[src/hdl/ltc_timecode_frame_encoder_top_macros.svh]
// Assertion macros for the LTC timecode frame encoder.
// Depends on nothing; the including module must have clk and rst_n in scope.
`ifndef LTC_TIMECODE_FRAME_ENCODER_TOP_MACROS_SVH
`define LTC_TIMECODE_FRAME_ENCODER_TOP_MACROS_SVH
`ifndef SYNTH
// Checked only outside reset.
`define LTC_ASSERT(lbl, prop, msg) \
  lbl: assert property (@(posedge clk) disable iff (!rst_n) prop) else $error(msg);
// Checked at every edge, during reset as well.
`define LTC_ASSERT_ALWAYS(lbl, prop, msg) \
  lbl: assert property (@(posedge clk) prop) else $error(msg);
`else
`define LTC_ASSERT(lbl, prop, msg)
`define LTC_ASSERT_ALWAYS(lbl, prop, msg)
`endif
`endif

[src/hdl/ltc_pkg.sv]
// Shared constants and helper functions for the LTC timecode frame encoder.
// Used by ltc_frame_builder and ltc_timecode_frame_encoder_top; no dependencies.
package ltc_pkg;

  localparam int unsigned DATA_BITS = 64;
  localparam int unsigned HALF_BITS = 160;
  localparam logic [7:0] HALF_LAST  = 8'd159;
  localparam logic [15:0] SYNC_WORD = 16'hBFFC;

  localparam logic [5:0] FRAME_MAX  = 6'd29;
  localparam logic [5:0] SECOND_MAX = 6'd59;
  localparam logic [5:0] MINUTE_MAX = 6'd59;
  localparam logic [5:0] HOUR_MAX   = 6'd23;

  localparam logic [1:0] RATE_EBU_25 = 2'd1;
  localparam logic [1:0] RATE_DROP   = 2'd2;

  localparam int unsigned DROP_BIT   = 10;
  localparam int unsigned EXT_BIT    = 58;
  localparam int unsigned POL_BIT    = 27;
  localparam int unsigned POL_BIT_25 = 59;

  localparam logic OP_LOAD = 1'b0;
  localparam logic OP_TICK = 1'b1;

  // Saturates v at top and splits it into {tens, units}; values never exceed 59.
  function automatic logic [7:0] sat_bcd(input logic [5:0] v, input logic [5:0] top);
    logic [5:0] s;
    logic [3:0] tens;
    logic [5:0] units;
    s = (v > top) ? top : v;
    if (s >= 6'd50)      tens = 4'd5;
    else if (s >= 6'd40) tens = 4'd4;
    else if (s >= 6'd30) tens = 4'd3;
    else if (s >= 6'd20) tens = 4'd2;
    else if (s >= 6'd10) tens = 4'd1;
    else                 tens = 4'd0;
    units = s - 6'({tens, 3'b000} + {1'b0, tens, 1'b0});
    return {tens, units[3:0]};
  endfunction

endpackage

[src/hdl/ltc_timecode_frame_encoder_top.sv]
// LTC timecode frame encoder, top level: input/output streams, shift chain, line coder.
// Depends on ltc_pkg, ltc_bit_cell, ltc_frame_builder and the assertion macro header.
//
// Usage: each input transaction is either a load (in_tuser = 0), which builds a new
// frame from the time fields and holds it as pending, or a tick (in_tuser = 1), which
// emits one half-bit of the biphase-mark line signal on the output stream. A load
// gives no output transaction; a tick gives exactly one. The pending frame is taken
// into the 64-cell shift chain on the tick that starts a frame, so a load never
// changes the frame in progress. The chain advances one cell per bit, the last
// sixteen bits come from the fixed sync word.
// A tick's result is presented in the cycle after its acceptance, from an
// output register. Throughput: one transaction per cycle, set by the line coder and
// chain shift; a result waiting in the output register does not stop
// the next transaction from being accepted when the receiver takes it in that cycle.
// When the receiver stalls, the output register holds its result and in_tready falls.
// Reset clears the pending frame to all zero, the half-bit position to the start of
// a frame, the line level to low and external_clock to 0; the block is ready at once.
// The configuration register is written through cfg_valid/cfg_ready, always ready.
`include "ltc_timecode_frame_encoder_top_macros.svh"

module ltc_timecode_frame_encoder_top (
  input  logic        clk,
  input  logic        rst_n,
  input  logic        in_tvalid,
  output logic        in_tready,
  // frame_number[4:0], second_number[10:5], minute_number[16:11], hour_number[21:17],
  // rate_type[23:22]
  input  logic [23:0] in_tdata,
  // operation[0]
  input  logic [0:0]  in_tuser,
  output logic        out_tvalid,
  input  logic        out_tready,
  // line_level[0], zero padding [7:1]
  output logic [7:0]  out_tdata,
  // frame_start[0]
  output logic [0:0]  out_tuser,
  // frame_end
  output logic        out_tlast,
  input  logic        cfg_valid,
  output logic        cfg_ready,
  // external_clock[0]
  input  logic [0:0]  cfg_data
);

  logic        ext_clock_r;
  logic        ext_clock_nxt;
  logic [7:0]  half_pos_r;
  logic [7:0]  half_pos_nxt;
  logic        level_r;
  logic        level_nxt;
  logic        out_valid_r;
  logic        out_valid_nxt;
  logic        out_level_r;
  logic        out_start_r;
  logic        out_end_r;
  logic        in_acc;
  logic        load_acc;
  logic        tick_acc;
  logic        at_start;
  logic        odd_half;
  logic [6:0]  bit_idx;
  logic        cur_bit;
  logic        chain_load;
  logic        chain_shift;
  logic [63:0] pending_bits;
  logic [63:0] cell_q;

  assign in_tready = !out_valid_r || out_tready;
  assign cfg_ready = 1'b1;
  assign in_acc    = in_tvalid && in_tready;
  assign load_acc  = in_acc && (in_tuser[0] == ltc_pkg::OP_LOAD);
  assign tick_acc  = in_acc && (in_tuser[0] == ltc_pkg::OP_TICK);

  ltc_frame_builder u_builder (
    .clk           (clk),
    .rst_n         (rst_n),
    .load_en       (load_acc),
    .ext_clock     (ext_clock_r),
    .frame_number  (in_tdata[4:0]),
    .second_number (in_tdata[10:5]),
    .minute_number (in_tdata[16:11]),
    .hour_number   (in_tdata[21:17]),
    .rate_type     (in_tdata[23:22]),
    .pending_bits  (pending_bits)
  );

  assign at_start    = (half_pos_r == 8'd0);
  assign odd_half    = half_pos_r[0];
  assign bit_idx     = half_pos_r[7:1];
  assign chain_load  = tick_acc && at_start;
  // The chain moves on once the second half of a data bit has been sent.
  assign chain_shift = tick_acc && odd_half && !bit_idx[6];

  genvar gi;
  generate
    for (gi = 0; gi < ltc_pkg::DATA_BITS; gi++) begin : g_cell
      logic nbr;
      if (gi == ltc_pkg::DATA_BITS - 1) begin : g_end
        assign nbr = 1'b0;
      end else begin : g_mid
        assign nbr = cell_q[gi + 1];
      end
      ltc_bit_cell u_cell (
        .clk      (clk),
        .load_en  (chain_load),
        .load_bit (pending_bits[gi]),
        .shift_en (chain_shift),
        .shift_in (nbr),
        .q        (cell_q[gi])
      );
    end
  endgenerate

  assign cur_bit = bit_idx[6] ? ltc_pkg::SYNC_WORD[bit_idx[3:0]] : cell_q[0];

  always_comb begin
    ext_clock_nxt = ext_clock_r;
    if (cfg_valid && cfg_ready) begin
      ext_clock_nxt = cfg_data[0];
    end

    half_pos_nxt = half_pos_r;
    level_nxt    = level_r;
    if (tick_acc) begin
      if (!odd_half) begin
        level_nxt = at_start ? 1'b1 : !level_r;
      end else begin
        level_nxt = cur_bit ? !level_r : level_r;
      end
      half_pos_nxt = (half_pos_r == ltc_pkg::HALF_LAST) ? 8'd0 : half_pos_r + 8'd1;
    end

    out_valid_nxt = out_valid_r;
    if (tick_acc) begin
      out_valid_nxt = 1'b1;
    end else if (out_tready) begin
      out_valid_nxt = 1'b0;
    end
  end

  always_ff @(posedge clk) begin
    if (!rst_n) begin
      ext_clock_r <= 1'b0;
      half_pos_r  <= 8'd0;
      level_r     <= 1'b0;
      out_valid_r <= 1'b0;
    end else begin
      ext_clock_r <= ext_clock_nxt;
      half_pos_r  <= half_pos_nxt;
      level_r     <= level_nxt;
      out_valid_r <= out_valid_nxt;
    end
  end

  always_ff @(posedge clk) begin
    if (tick_acc) begin
      out_level_r <= level_nxt;
      out_start_r <= at_start;
      out_end_r   <= (half_pos_r == ltc_pkg::HALF_LAST);
    end
  end

  assign out_tvalid   = out_valid_r;
  assign out_tdata    = {7'd0, out_level_r};
  assign out_tuser[0] = out_start_r;
  assign out_tlast    = out_end_r;

  `LTC_ASSERT(a_pos_range, half_pos_r < 8'(ltc_pkg::HALF_BITS), "half-bit position out of range")
  `LTC_ASSERT(a_start_high, (out_valid_r && out_start_r) |-> out_level_r, "frame does not start high")
  `LTC_ASSERT(a_last_flag, (tick_acc && half_pos_r == ltc_pkg::HALF_LAST) |=> (out_valid_r && out_end_r && half_pos_r == 8'd0), "frame end not flagged")
  `LTC_ASSERT(a_load_silent, (load_acc && !out_valid_r) |=> !out_valid_r, "load produced an output")
  `LTC_ASSERT(a_stall_hold, (out_valid_r && !out_tready) |=> (out_valid_r && $stable(out_level_r) && $stable(half_pos_r)), "stalled result or position changed")

endmodule

[src/hdl/ltc_bit_cell.sv]
// One cell of the active frame shift chain: holds one data bit.
// Standalone; instantiated as a row by ltc_timecode_frame_encoder_top.
module ltc_bit_cell (
  input  logic clk,
  input  logic load_en,
  input  logic load_bit,
  input  logic shift_en,
  input  logic shift_in,
  output logic q
);

  logic bit_r;
  logic bit_nxt;

  always_comb begin
    bit_nxt = bit_r;
    if (load_en) begin
      bit_nxt = load_bit;
    end else if (shift_en) begin
      bit_nxt = shift_in;
    end
  end

  always_ff @(posedge clk) begin
    bit_r <= bit_nxt;
  end

  assign q = bit_r;

endmodule

[src/hdl/ltc_frame_builder.sv]
// Builds data bits 0..63 of an LTC frame from a load transaction and holds them as pending.
// Depends on ltc_pkg.
module ltc_frame_builder (
  input  logic        clk,
  input  logic        rst_n,
  input  logic        load_en,
  input  logic        ext_clock,
  input  logic [4:0]  frame_number,
  input  logic [5:0]  second_number,
  input  logic [5:0]  minute_number,
  input  logic [4:0]  hour_number,
  input  logic [1:0]  rate_type,
  output logic [63:0] pending_bits
);

  logic [63:0] pending_r;
  logic [63:0] pending_nxt;
  logic [63:0] base;
  logic [7:0]  fr_bcd;
  logic [7:0]  se_bcd;
  logic [7:0]  mi_bcd;
  logic [7:0]  hr_bcd;
  logic        need_pol;

  always_comb begin
    fr_bcd = ltc_pkg::sat_bcd({1'b0, frame_number}, ltc_pkg::FRAME_MAX);
    se_bcd = ltc_pkg::sat_bcd(second_number, ltc_pkg::SECOND_MAX);
    mi_bcd = ltc_pkg::sat_bcd(minute_number, ltc_pkg::MINUTE_MAX);
    hr_bcd = ltc_pkg::sat_bcd({1'b0, hour_number}, ltc_pkg::HOUR_MAX);

    base = '0;
    base[3:0]   = fr_bcd[3:0];
    base[9:8]   = fr_bcd[5:4];
    base[19:16] = se_bcd[3:0];
    base[26:24] = se_bcd[6:4];
    base[35:32] = mi_bcd[3:0];
    base[42:40] = mi_bcd[6:4];
    base[51:48] = hr_bcd[3:0];
    base[57:56] = hr_bcd[5:4];
    base[ltc_pkg::DROP_BIT] = (rate_type == ltc_pkg::RATE_DROP);
    base[ltc_pkg::EXT_BIT]  = ext_clock;

    // The sync word holds an odd number of ones, so the data must too.
    need_pol = ~^base;
    pending_nxt = base;
    if (rate_type == ltc_pkg::RATE_EBU_25) begin
      pending_nxt[ltc_pkg::POL_BIT_25] = need_pol;
    end else begin
      pending_nxt[ltc_pkg::POL_BIT] = need_pol;
    end
    if (!load_en) begin
      pending_nxt = pending_r;
    end
  end

  always_ff @(posedge clk) begin
    if (!rst_n) begin
      pending_r <= '0;
    end else begin
      pending_r <= pending_nxt;
    end
  end

  assign pending_bits = pending_r;

endmodule

[config.mk]
export PLATFORM = sky130hd
export DESIGN_NAME = ltc_timecode_frame_encoder_top
export DESIGN_NICKNAME = d
export VERILOG_FILES = /design/src/hdl/ltc_pkg.sv /design/src/hdl/ltc_timecode_frame_encoder_top.sv /design/src/hdl/ltc_bit_cell.sv /design/src/hdl/ltc_frame_builder.sv
export VERILOG_INCLUDE_DIRS = /design/src /design/src/hdl
export SDC_FILE = /design/constraint.sdc
export NUM_CORES = 1
export LEC_CHECK = 0
export BUFFER_PORTS_ARGS = -buffer_cell sky130_fd_sc_hd__buf_2
export CAP_MARGIN = 20
export CELL_PAD_IN_SITES_DETAIL_PLACEMENT = 1
export CELL_PAD_IN_SITES_GLOBAL_PLACEMENT = 1
export CORE_ASPECT_RATIO = 1.25
export CORE_MARGIN = 4
export CORE_UTILIZATION = 53
export CTS_BUF_LIST = sky130_fd_sc_hd__clkbuf_2
export DETAILED_ROUTE_END_ITERATION = 8
export GPL_ROUTABILITY_DRIVEN = 0
export GPL_TIMING_DRIVEN = 0
export PLACE_DENSITY = 0.94
export RECOVER_POWER = 25
export SYNTH_ARGS = -nofsm -noshare
export SYNTH_HDL_FRONTEND = slang
export SYNTH_SLANG_ARGS = --single-unit
[constraint.sdc]
create_clock -name clk -period 9.37 [get_ports clk]
set_clock_uncertainty 0.2 [all_clocks]
set_input_delay 2.3425 -clock clk [delete_from_list [all_inputs] [get_ports clk]]
set_output_delay 2.3425 -clock clk [all_outputs]
set_load 0.05 [all_outputs]
# Yosys cells after proc, flatten, opt, wreduce, memory -nomap -nowiden

Memories as Yosys holds them, arrays and structs flattened. A register that Yosys moved wholly into a read port is not among the register bits.
Cells that the tools add are included.

Register bits after elaboration: 104
Bits in latches: 0
Memory bits (writable): 0
Bits in read-only memories: 16
Bits of input ports: 31
Output and inout port bits: 13
Logic and storage cells: 248
Memories kept: 1

$add $sub $neg: 9
Multiply operators: 0
Div/mod/pow operators: 0
Order comparisons: 25
Eq/ne operators: 3
Shift-type cells: 0
Multiplexer cells: 127
Bitwise logic cells: 1
Reductions and logical operators: 14

Memories:

| name            | depth | bits a word | read ports | clocked after Yosys merged registers in | write ports | line                                  | text |
|---|---|---|---|---|---|---|---|
| (no name shown) | 16    | 1           | 1          | 1                                       | 0           | ltc_timecode_frame_encoder_top.sv:114 | `assign cur_bit = bit_idx[6] ? ltc_pkg::SYNC_WORD[bit_idx[3:0]] : cell_q[0];` |

Operator list:

| cell                                                                         | number |
|---|---|
| 1-bit two-way mux                                                            | 104 |
| 64-bit XNOR reduction                                                        | 1 |
| 3-bit two-way mux                                                            | 12 |
| 5-bit by 6-bit >= comparator with 1-bit output, second input constant        | 4 |
| 6-bit by 5-bit >= comparator with 1-bit output, second input constant        | 4 |
| 6-bit >= comparator, second input constant                                   | 4 |
| 5-bit >= comparator, second input constant                                   | 4 |
| 4-bit adder                                                                  | 4 |
| 4-bit subtractor                                                             | 4 |
| 6-bit by 4-bit >= comparator with 1-bit output, second input constant        | 2 |
| 6-bit greater-than comparator, second input constant                         | 2 |
| 6-bit two-way mux                                                            | 2 |
| 5-bit by 4-bit >= comparator with 1-bit output, second input constant        | 2 |
| 5-bit greater-than comparator, second input constant                         | 2 |
| 5-bit two-way mux                                                            | 2 |
| 8-bit by 1-bit adder with 8-bit output, second input constant                | 1 |
| 8-bit == test, second input constant                                         | 1 |
| 8-bit logical NOT                                                            | 1 |
| 2-bit two-way mux                                                            | 4 |
| 4-bit two-way mux                                                            | 2 |
| 8-bit two-way mux                                                            | 1 |
| 1-bit logical AND                                                            | 6 |
| 4-bit by 5-bit less-than comparator with 1-bit output, second input constant | 1 |
| 2-bit nonzero test                                                           | 2 |
| 5 further kinds                                                              | 7 |

# Logic depth before layout (Yosys ltp)

Gate-level depths: netlist (run 1).

Depth after elaboration: 12
Mapped depth: 12
Depth with buffers taken out: 11

# Cells and area by module

Synthesis (run 1) repeated with hierarchy kept, for this count alone.

Cell total of the unflattened synthesis: 575
Area total of the unflattened synthesis: 6543.8 µm²

Modules (own cells, without submodules):

| module                         | instances | cells an instance | area an instance (µm²) | seq. area each (µm²) |
|---|---|---|---|---|
| ltc_bit_cell                   | 64        | 3                 | 51.3                   | 30.0 |
| ltc_frame_builder              | 1         | 284               | 2409.8                 | 600.6 |
| ltc_timecode_frame_encoder_top | 1         | 99                | 850.8                  | 330.3 |

# Worst setup path after synthesis (run 1)

OpenSTA, ideal clock, no wires.

Path kind: in2reg
Start point: input port out_tready
End point: register g_cell[0].u_cell.bit_r, enable pin
Library setup time: 0.498 ns
Arrival: 6.051 ns
Data required time: 8.672 ns
Setup slack: 2.621 ns
Cell stages on the path: 3
Path buffers: 0
Path through: nand2b_1 > nand3_1 > a21oi_1

Word-level cells in the longest chain between the ends: 6
Elaborated cells between the ends (all ways): 7
Those cells by class: reduce/logical (7)

Ends and longest elaborated chain:

| element                               | line                                 | text |
|---|---|---|
| start: declaration                    | ltc_timecode_frame_encoder_top.sv:32 | `input logic out_tready,` |
| 1-bit logical OR *                    | ltc_timecode_frame_encoder_top.sv:68 | `assign in_tready = !out_valid_r \|\| out_tready;` |
| 1-bit logical AND *                   | ltc_timecode_frame_encoder_top.sv:70 | `assign in_acc = in_tvalid && in_tready;` |
| 1-bit logical AND *                   | ltc_timecode_frame_encoder_top.sv:72 | `assign tick_acc = in_acc && (in_tuser[0] == ltc_pkg::OP_TICK);` |
| 1-bit logical AND (2 in a row)        | ltc_timecode_frame_encoder_top.sv:92 | `assign chain_shift = tick_acc && odd_half && !bit_idx[6];` |
| 2-bit nonzero test (no source line) * | -                                    |  |
| end signal: assignment                | ltc_bit_cell.sv:25                   | `bit_r <= bit_nxt;` |
| end: declaration                      | ltc_bit_cell.sv:12                   | `logic bit_r;` |

Mark *: on every way between the ends. The rest lies on a longest branch, timed or not.
A chain may end at the register's enable or synchronous reset.

# Worst setup path after layout (run 1)

Start point: input port in_tdata[7]
End point: register u_builder.pending_r[59] (netlist: u_builder.pending_bits[59])

Word-level cells in the longest chain between the ends: 12
Elaborated cells between the ends (all ways): 16
Those cells by class: add/sub (2); order compare (6); mux (7); reduce/logical (1)

Ends and longest elaborated chain:

| element                                        | line                                 | text |
|---|---|---|
| start: declaration                             | ltc_timecode_frame_encoder_top.sv:28 | `input logic [23:0] in_tdata,` |
| 6-bit greater-than comparator                  | ltc_pkg.sv:31                        | `s = (v > top) ? top : v;` |
| 6-bit two-way mux *                            | ltc_pkg.sv:31                        |  |
| 6-bit by 4-bit >= comparator with 1-bit output | ltc_pkg.sv:36                        | `else if (s >= 6'd10) tens = 4'd1;` |
| 1-bit two-way mux                              | ltc_pkg.sv:36                        |  |
| 2-bit two-way mux                              | ltc_pkg.sv:35                        | `else if (s >= 6'd20) tens = 4'd2;` |
| 3-bit two-way mux                              | ltc_pkg.sv:34                        | `else if (s >= 6'd30) tens = 4'd3;` |
| 3-bit two-way mux                              | ltc_pkg.sv:33                        | `else if (s >= 6'd40) tens = 4'd4;` |
| 3-bit two-way mux *                            | ltc_pkg.sv:32                        | `if (s >= 6'd50) tens = 4'd5;` |
| net u_builder.base[24]                         | ltc_frame_builder.sv:18              | `logic [63:0] base;` |
| 4-bit adder                                    | ltc_pkg.sv:38                        | `units = s - 6'({tens, 3'b000} + {1'b0, tens, 1'b0});` |
| 4-bit subtractor                               | ltc_pkg.sv:38                        |  |
| 64-bit XNOR reduction *                        | ltc_frame_builder.sv:44              | `need_pol = ~^base;` |
| 1-bit two-way mux *                            | ltc_frame_builder.sv:46              | `if (rate_type == ltc_pkg::RATE_EBU_25) begin` |
| end signal: assignment                         | ltc_frame_builder.sv:60              | `pending_r <= pending_nxt;` |
| end: declaration                               | ltc_frame_builder.sv:16              | `logic [63:0] pending_r;` |

Mark *: on every way through the listed nets, which the timed path passes. The rest lies on a longest branch.

==> flow_metrics.env, run 1 <==
export IMPL_place_area_mm2=0.00556
export IMPL_reg2reg_from="half_pos_r[0]"
export IMPL_fp_dieH_um=118
export IMPL_rr_worst_depth=6
export IMPL_area_growth_pct=8.66
export IMPL_fin_crit_ps=5440
export IMPL_crit_buf_inv=2
export IMPL_io_pins=44
export IMPL_worstMarginPinSlew_ps=1460
export IMPL_ys_types=48
export IMPL_min_path_cells=2
export IMPL_yosysTopAreaCell="edfxtp_1"
export IMPL_drcViolationCount=0
export IMPL_dp_slack_ps=3540
export IMPL_yosys_area_top_type_share=0.367
export IMPL_slew_headroom=0.0296
export IMPL_crit_slowest_cell="o41ai_1"
export IMPL_ys_seq_area_frac=0.530
export IMPL_switchingPower_w=0.000285
export IMPL_combPwrFrac=0.243
export IMPL_cp_start_kind="input pin"
export IMPL_cts_hold_buf=0
export IMPL_row_count=40
export IMPL_setup_tns_final_ps=0
export IMPL_leakagePower_nw=2.07
export IMPL_fin_ws_ps=3930
export IMPL_via_count=3653
export IMPL_grt_max_degree=33
export IMPL_synth_area_mm2=0.00516
export IMPL_placed_cells=635
export IMPL_ys_flop_type="edfxtp_1"
export IMPL_cp_common_cell="xnor2_1"
export IMPL_arrival_ps=5760
export IMPL_crit_start="in_tdata[7]"
export IMPL_synthTopCellsByArea="edfxtp_1 37%, dfxtp_1 16%, mux2_2 6.5%"
export IMPL_layoutNonFillerInstCount=651
export IMPL_drtIter0Drc=212
export IMPL_required_ps=9680
export IMPL_dr_pass1_iters=4
export IMPL_synth_area_per_cell_um2=11.0
export IMPL_path_clk_slew_ps=270
export IMPL_cts_resized=0
export IMPL_ant_nets=0
export IMPL_min_path_type="reg2reg"
export IMPL_cap_viol_max_count=0
export IMPL_wl_per_cell_um=18.4
export IMPL_hpwl_mm=9.32
export IMPL_powerDensity_mw_per_mm2=168
export IMPL_drive_gt1_frac=0.190
export IMPL_grt_setup_unrepaired="false"
export IMPL_synth_enable_flop_cells=63
export IMPL_cts_buffers=9
export IMPL_routed_wl_mm=12.0
export IMPL_route_detailed_vias_per_inst=5.61
export IMPL_p_sw_frac=0.302
export IMPL_path_class="in2reg"
export IMPL_antenna_found_initial=0
export IMPL_final_area_mm2=0.00561
export IMPL_worst_path_max_fanout=10
export IMPL_grt_pass1_vias=3888
export IMPL_grt_overflow_total=0
export IMPL_cts_tree="yes"
export IMPL_status="complete, no violations"
export IMPL_cts_setup_buffers=0
export IMPL_grt_usage=0.226
export IMPL_htreeDepth=3
export IMPL_fmax_mhz=184
export IMPL_portBuffers=33
export IMPL_final_nets=561
export IMPL_dieArea_mm2=0.0114
export IMPL_final_hold_viol_count=0
export IMPL_max_stage_delay_ps=600
export IMPL_synth_seq_cells=105
export IMPL_clock_power_share=0.190
export IMPL_design_core_area_mm2=0.00956
export IMPL_start_util=0.540
export IMPL_period_share=0.581
export IMPL_async_flop_share=0
export IMPL_cts_sinks=105
export IMPL_clockBufferDepth=2
export IMPL_power_internal_w=0.000659
export IMPL_hold_start="u_builder.pending_bits[8]"
export IMPL_cp_cell_sequence="buf_2 > clkbuf_1 > or2_2 > a21oi_1 > o41ai_1 > ha_1 > xnor2_1 > xnor2_1 > xnor2_1 > xnor2_1 > xnor2_1 > xnor3_1 > o41ai_2"
export IMPL_die_w_um=96.3
export IMPL_synth_warnings=0
export IMPL_vdd_drop_max_v=0.000125
export IMPL_cp_depth=13
export IMPL_diodes=0
export IMPL_seqPwrFrac=0.568
export IMPL_cp_end_kind="flop"
export IMPL_grt_first_pass_wirelength_mm=19.5
export IMPL_slew_viol_final=0
export IMPL_synthCells=468
export IMPL_ctsRootBufferMaster="clkbuf_2"
export IMPL_path_delay_family="XOR/XNOR gates"
export IMPL_setup_violations=0
export IMPL_clock_latency_ps=590
export IMPL_hold_ws_ps=280
## worst paths after layout
kind,to,slack (ps)
setup / recovery,u_builder.pending_bits[59],3930
hold / removal,u_builder.pending_bits[8],280
setup reg to reg,g_cell[53].u_cell.q,5950
hold reg to reg,u_builder.pending_bits[8],280
## cell families after synthesis
kind of cell             Yosys count  share of synthesized area
flip-flops                       105                      0.530
buffers and inverters             46                     0.0441
AND/OR/NAND/NOR                  163                      0.160
multiplexers                      31                     0.0674
other                              2                    0.00146
XOR/XNOR                          33                     0.0694
AO/OA/AOI/OAI                     78                      0.104
adder cells (fa/ha/maj)           10                     0.0242
## power groups by stage
stage	sequential [W]	combinational (W)	clock [W]
2_1_floorplan	0.000543	0.000166	0
3_3_place_gp	0.000546	0.000211	0
3_5_place_dp	0.000545	0.000230	0
4_1_cts	0.000536	0.000231	0.000185
5_1_grt	0.000539	0.000247	0.000202
6_report	0.000536	0.000229	0.000179
## cell type report
cell class / count / area [µm²]
clock buffers: 10 / 50.0
plain buffers: 34 / 179
well taps: 126 / 158
clock inverters: 6 / 32.5
flip-flops and latches: 105 / 2730
fillers: 1048 / 3950
inverters: 12 / 45.0
repair buffers: 35 / 188
multi-input cells: 323 / 2220
## layout by cell type (no fill, tap or decap), types with 3 or more instances in the layout
master    count
edfxtp_1     63
nand2_1      43
dfxtp_1      42
buf_2        37
nor2b_1      36
nor2_1       33
mux2_2       30
a21oi_1      28
xnor2_1      21
clkbuf_1     20
nand2b_1     13
inv_1        11
nand3_1      11
a211oi_1     11
buf_4        10
ha_1         10
clkbuf_2     10
o21ai_0       9
conb_1        8
o211ai_1      7
nand4_1       7
xor2_1        7
nor3_1        5
xnor3_1       5
o21a_1        4
or2_2         3
clkinv_1      3
nand4b_1      3
a21o_1        3
## layer usage
layer / vias to the layer above / share of wire / global-route usage / routed length [µm]
met2: 92 / 0.53 / 0.387 / 6380
met4: 0 / 0.037 / 0.115 / 442
met3: 26 / 0.033 / 0.0306 / 401
li1: 1747 / - / - / -
met5: - / 0 / 0 / 0
met1: 1788 / 0.40 / 0.269 / 4760
## synth_stat cells, types with 9 or more instances
master and count:
buf_4 11, inv_1 11, a21oi_1 28, nand3_1 11
ha_1 10, dfxtp_1 42, nand2_1 43, nand2b_1 13
edfxtp_1 63, xnor2_1 21, mux2_2 30, a211oi_1 11
nor2b_1 36, clkbuf_1 17, nor2_1 33, o21ai_0 9
## state kept, by name, summed over array words and instances (netlist names), named ones only
signal and cells:
out_tlast 1, out_level_r 1, ext_clock_r 1, half_pos_r 8
u_builder.pending_bits 30, out_tvalid 1, out_tuser 1, g_cell.u_cell.q 60
level_r 1
## worst register-to-register path, cell delays in order, from the launching register on
cell	delay, ps
dfxtp_1	430
inv_1	130
ha_1	200
nand4b_1	170
a21oi_1	560
clkbuf_1	1120
buf_12	320
## per-stage QoR
| step | util | total power (W) |
|---|---|---|
| floorplan | - | 0.000710 |
| global placement | 0.576 | 0.000757 |
| detailed placement | 0.582 | 0.000775 |
| CTS | 0.591 | 0.000952 |
| global route | 0.587 | 0.000988 |
| finish | 0.587 | 0.000944 |
Note: power is estimated with default switching activity, not from simulation.
==> inputs of run 2 (changes only) <==
- ABC_AREA: not set -> 1
- CORE_UTILIZATION: 53 -> 47
- PLACE_DENSITY: 0.94 -> 0.9
- clock period: 9.37 -> 5.7 ns (I/O delays scaled with it)
==> run 2 against run 1 <==
  * Routed wire length up 8.9%
  * Worst hold slack worse by 1.5 ps
  * Count of clock-buffer cells in the layout rose by 2
  * Final cell count grew 34%
  * Core utilization fell by 5.9 points
  * Synthesized cell count rose by 45%
  * Die area increased by 17%
  * Global-route usage shrank 2.1 points
  * Non-clock buffer count fell by 6
  * Sequential cell count unchanged
  * Highest routed layer unchanged
==> flow_metrics.env, run 2 <==
export IMPL_synth_warnings=0
export IMPL_io_pins=44
export IMPL_hold_ws_ps=279
export IMPL_powerDensity_mw_per_mm2=260
export IMPL_required_ps=5810
export IMPL_arrival_ps=3870
export IMPL_via_count=4473
export IMPL_ant_nets=0
export IMPL_path_class="in2reg"
export IMPL_slew_viol_final=0
export IMPL_synth_area_per_cell_um2=8.04
export IMPL_largest_reg_flops=60
export IMPL_status="complete, no violations"
export IMPL_portBuffers=35
export IMPL_setup_tns_final_ps=0
export IMPL_final_cell_mix="150 x nand2_1, 126 x inv_1, 63 x edfxtp_1"
export IMPL_cts_sinks=105
export IMPL_final_nets=771
export IMPL_yosys_top_cells_count="151 x nand2_1, 126 x inv_1, 63 x edfxtp_1"
export IMPL_fmax_mhz=266
export IMPL_cap_viol_max_count=0
export IMPL_drtIter0Drc=183
export IMPL_row_count=43
export IMPL_grt_setup_unrepaired="false"
export IMPL_cp_end_kind="flop"
export IMPL_crit_start="out_tready"
export IMPL_drcViolationCount=0
export IMPL_fillers=1460
export IMPL_place_area_mm2=0.00583
export IMPL_design_core_area_mm2=0.0112
export IMPL_antenna_found_initial=1
export IMPL_fp_dieH_um=128
export IMPL_placed_cells=854
export IMPL_path_clk_slew_ps=240
export IMPL_dp_slack_ps=1520
export IMPL_grt_first_pass_wirelength_mm=22.1
export IMPL_min_path_type="reg2reg"
export IMPL_reg2reg_from="out_tvalid"
export IMPL_start_util=0.486
export IMPL_yosysTopAreaCell="edfxtp_1"
export IMPL_ys_types=35
export IMPL_dr_pass1_iters=4
export IMPL_routed_wl_mm=13.1
export IMPL_slew_headroom=0.438
export IMPL_synth_seq_cells=105
export IMPL_clock_power_share=0.189
export IMPL_die_w_um=104
export IMPL_switchingPower_w=0.000492
export IMPL_layoutNonFillerInstCount=871
export IMPL_p_sw_frac=0.321
export IMPL_clock_latency_ps=580
export IMPL_max_stage_delay_ps=580
export IMPL_synth_area_mm2=0.00544
export IMPL_leakagePower_nw=2.82
export IMPL_htreeDepth=3
export IMPL_dieArea_mm2=0.0134
export IMPL_fin_ws_ps=1940
export IMPL_synthCells=677
export IMPL_cts_setup_buffers=0
export IMPL_drive_gt1_frac=0.127
export IMPL_grt_usage=0.205
export IMPL_worst_path_max_fanout=40
export IMPL_synth_most_common_cell="nand2_1"
export IMPL_final_common_cell="nand2_1"
export IMPL_cts_tree="yes"
export IMPL_area_growth_pct=8.44
export IMPL_ys_seq_area_frac=0.502
export IMPL_synthTopCellsByArea="edfxtp_1 35%, dfxtp_1 15%, nand2_1 10%"
export IMPL_final_area_mm2=0.00590
export IMPL_cts_resized=0
export IMPL_route_detailed_vias_per_inst=5.14
export IMPL_final_hold_viol_count=0
export IMPL_seqPwrFrac=0.578
export IMPL_crit_slowest_cell="nor2_1"
export IMPL_ys_flop_type="edfxtp_1"
export IMPL_vdd_drop_max_v=0.0000972
export IMPL_grt_pass1_vias=4829
export IMPL_clockBufferDepth=2
export IMPL_cp_start_kind="input pin"
export IMPL_yosys_area_top_type_share=0.348
export IMPL_wl_per_cell_um=15.0
export IMPL_cts_buffers=9
export IMPL_power_internal_w=0.00104
export IMPL_cp_cell_sequence="buf_2 > nor2_1 > inv_1 > nand2_1 > nor2_1 > nand2_1 > clkbuf_1 > clkbuf_1 > nand2_2 > buf_12"
export IMPL_ctsRootBufferMaster="clkbuf_2"
export IMPL_combPwrFrac=0.233
export IMPL_period_share=0.659
export IMPL_grt_overflow_total=0
export IMPL_synth_enable_flop_cells=63
export IMPL_fin_crit_ps=3760
export IMPL_worstMarginPinSlew_ps=822
export IMPL_async_flop_share=0
export IMPL_cts_hold_buf=0
export IMPL_hold_start="u_builder.pending_bits[9]"
export IMPL_grt_max_degree=41
export IMPL_setup_violations=0
export IMPL_hpwl_mm=10.5
run 2: changes by cell type after synthesis, sizes merged, moves of 30 or more:
cell   before  now
nor2b      36    0
inv        11  128
mux2       30    0
nand2      43  174
o21ai      10   54
nand3      11   44
run 2: per-layer routing:
layer,vias to the layer above,global-route usage,part of all wire
met5,-,0,0
met4,0,0.0751,0.021
met2,69,0.401,0.55
li1,2249,-,-
met3,19,0.0247,0.020
met1,2136,0.227,0.41
run 2: cell type report:
cell class | instances | area, µm² | share of cell area
flip-flops and latches | 105 | 2730 | 0.463
multi-input cells | 421 | 2100 | 0.356
inverters | 130 | 488 | 0.0827
repair buffers | 36 | 191 | 0.0324
well taps | 135 | 169 | 0.0286
plain buffers | 27 | 135 | 0.0229
clock buffers | 12 | 60.1 | 0.0102
clock inverters | 4 | 20.0 | 0.00339
diodes | 1 | 2.50 | 0.000424
run 2: kinds of logic (layout without fill, tap and decap cells):
kind of cell / Yosys count / in the layout / synth area share
simple gates: 289 / 289 / 0.233
buf+inv: 157 / 209 / 0.114
flops: 105 / 105 / 0.502
compound gates: 104 / 104 / 0.110
fa+ha+maj: 10 / 10 / 0.0230
xor+xnor: 10 / 10 / 0.0161
other cells: 2 / 9 / 0.00138
run 2: final timing paths:
check,end,slack (ps),cells after the start
worst max-delay path,g_cell[16].u_cell.q,1940,10
worst min-delay path,u_builder.pending_bits[9],280,2
worst max register to register,g_cell[16].u_cell.q,2440,10
worst min register to register,u_builder.pending_bits[9],280,2
run 2: per-stage QoR:
stage               utilization  power (W)
finish                    0.527    0.00153
global route              0.527    0.00162
CTS                       0.528    0.00154
detailed placement        0.521    0.00126
global placement          0.519    0.00123
floorplan                     -    0.00116
run 2: critical path: cells and delay by family:
family	cells	cell delay, ps
AND/OR/NAND/NOR	5	1390
buffers and inverters	5	1030
run 2: power groups by stage:
stage | combinational [W] | sequential, W | clock [W]
after global routing | 0.000408 | 0.000891 | 0.000326
after CTS | 0.000362 | 0.000887 | 0.000294
after global placement | 0.000328 | 0.000900 | 0
after floorplan | 0.000262 | 0.000899 | 0
final | 0.000357 | 0.000886 | 0.000290
after detailed placement | 0.000360 | 0.000902 | 0
==> inputs of run 3 (changes only) <==
- clock period: 5.7 -> 3.6 ns (I/O delays scaled with it)
==> run 3 against run 2 <==
  * Core utilization grew 0.25 points
  * Count of clock-buffer cells in the layout grew 1
  * Register-to-register slack lost 2100 ps
  * Setup slack lost 1600 ps
  * Final cell count is the same
  * Clock power grew 85%
  * Critical path type is now reg2reg
  * Largest power group unchanged
  * Highest routed layer unchanged
==> flow_metrics.env, run 3 (synthesized netlist as in run 2, its figures left out) <==
export IMPL_status="complete, no violations"
export IMPL_min_path_type="reg2reg"
export IMPL_cts_sinks=105
export IMPL_dieArea_mm2=0.0134
export IMPL_cp_start_kind="flop"
export IMPL_row_count=43
export IMPL_io_pins=44
export IMPL_clockBufferDepth=2
export IMPL_arrival_ps=3370
export IMPL_fp_dieH_um=128
export IMPL_antenna_found_initial=1
export IMPL_die_w_um=104
export IMPL_fin_crit_ps=3220
export IMPL_final_hold_viol_count=0
export IMPL_ant_nets=0
export IMPL_drive_gt1_frac=0.128
export IMPL_grt_setup_unrepaired="false"
export IMPL_largest_reg_flops=60
export IMPL_vdd_drop_max_v=0.000170
export IMPL_final_nets=771
export IMPL_combPwrFrac=0.227
export IMPL_cts_buffers=9
export IMPL_clock_latency_ps=590
export IMPL_path_class="reg2reg"
export IMPL_worstMarginPinSlew_ps=757
export IMPL_wl_per_cell_um=14.7
export IMPL_grt_usage=0.203
export IMPL_portBuffers=35
export IMPL_powerDensity_mw_per_mm2=423
export IMPL_final_common_cell="nand2_1"
export IMPL_design_core_area_mm2=0.0112
export IMPL_worst_path_max_fanout=32
export IMPL_drcViolationCount=0
export IMPL_htreeDepth=3
export IMPL_cts_resized=0
export IMPL_setup_violations=0
export IMPL_leakagePower_nw=2.84
export IMPL_path_clk_slew_ps=240
export IMPL_grt_pass1_vias=4783
export IMPL_cts_hold_buf=0
export IMPL_switchingPower_w=0.000781
export IMPL_via_count=4400
export IMPL_final_cell_mix="150 x nand2_1, 126 x inv_1, 63 x edfxtp_1"
export IMPL_period_share=0.893
export IMPL_cts_tree="yes"
export IMPL_p_sw_frac=0.312
export IMPL_drtIter0Drc=165
export IMPL_hpwl_mm=10.2
export IMPL_start_util=0.486
export IMPL_place_area_mm2=0.00583
export IMPL_slew_headroom=0.482
export IMPL_final_area_mm2=0.00593
export IMPL_fmax_mhz=311
export IMPL_clock_power_share=0.214
export IMPL_cts_setup_buffers=0
export IMPL_routed_wl_mm=12.8
export IMPL_area_growth_pct=8.94
export IMPL_required_ps=3750
export IMPL_grt_overflow_total=0
export IMPL_ctsRootBufferMaster="clkbuf_2"
export IMPL_grt_max_degree=33
export IMPL_route_detailed_vias_per_inst=5.05
export IMPL_seqPwrFrac=0.559
export IMPL_slew_viol_final=0
export IMPL_cap_viol_max_count=0
export IMPL_cp_end_kind="flop"
export IMPL_dr_pass1_iters=4
export IMPL_power_internal_w=0.00173
export IMPL_grt_first_pass_wirelength_mm=22.1
export IMPL_dp_slack_ps=-151
export IMPL_fin_ws_ps=384
run 3: per-layer routing:
metal / up-vias / track usage / share of wire
met3: 14 / 0.0267 / 0.018
li1: 2234 / - / -
met1: 2103 / 0.229 / 0.42
met5: - / 0 / 0
met2: 49 / 0.398 / 0.55
met4: 0 / 0.0618 / 0.014
run 3: power groups by stage:
stage / clock network, W / registers, W / logic (W)
finish: 0.000537 / 0.00140 / 0.000568
global route: 0.000583 / 0.00141 / 0.000651
CTS: 0.000538 / 0.00140 / 0.000574
detailed placement: 0 / 0.00143 / 0.000569
global placement: 0 / 0.00142 / 0.000519
floorplan: 0 / 0.00142 / 0.000416
run 3: through the flow:
stage	utilization	instances	power (W)	setup TNS, ps	hold slack, ps
after floorplan	-	683	0.00184	0	225
after global placement	0.519	853	0.00194	-21370	243
after detailed placement	0.521	854	0.00200	-5010	254
after CTS	0.531	870	0.00251	0	280
after global routing	0.530	871	0.00264	0	304
final	0.530	871	0.00251	0	280
run 3: worst max-delay path, cell delays in order, from the launching register on:
cell and delay [ps]:
dfxtp_1 440, inv_1 120, ha_1 220, nand3_1 80, nor2_1 90, nand2_1 120
clkbuf_1 360, clkbuf_1 450, nand2_2 540, buf_12 360
run 3: path summary, 6_finish.rpt:
kind                                   start                    endpoint  slack [ps]  depth (start not counted)
hold reg to reg   u_builder.pending_bits[18]  u_builder.pending_bits[18]         280                          2
setup / recovery               half_pos_r[0]         g_cell[17].u_cell.q         380                          9
setup reg to reg               half_pos_r[0]         g_cell[17].u_cell.q         380                          9
hold / removal    u_builder.pending_bits[18]  u_builder.pending_bits[18]         280                          2
run 3: final cells by class:
cell class | count | area, µm²
flip-flops and latches | 105 | 2730
diodes | 1 | 2.50
clock buffers | 13 | 65.1
repair buffers | 36 | 191
inverters | 130 | 488
plain buffers | 27 | 135
clock inverters | 3 | 40.0
well taps | 135 | 169
multi-input cells | 421 | 2110
fillers | 1441 | 5260
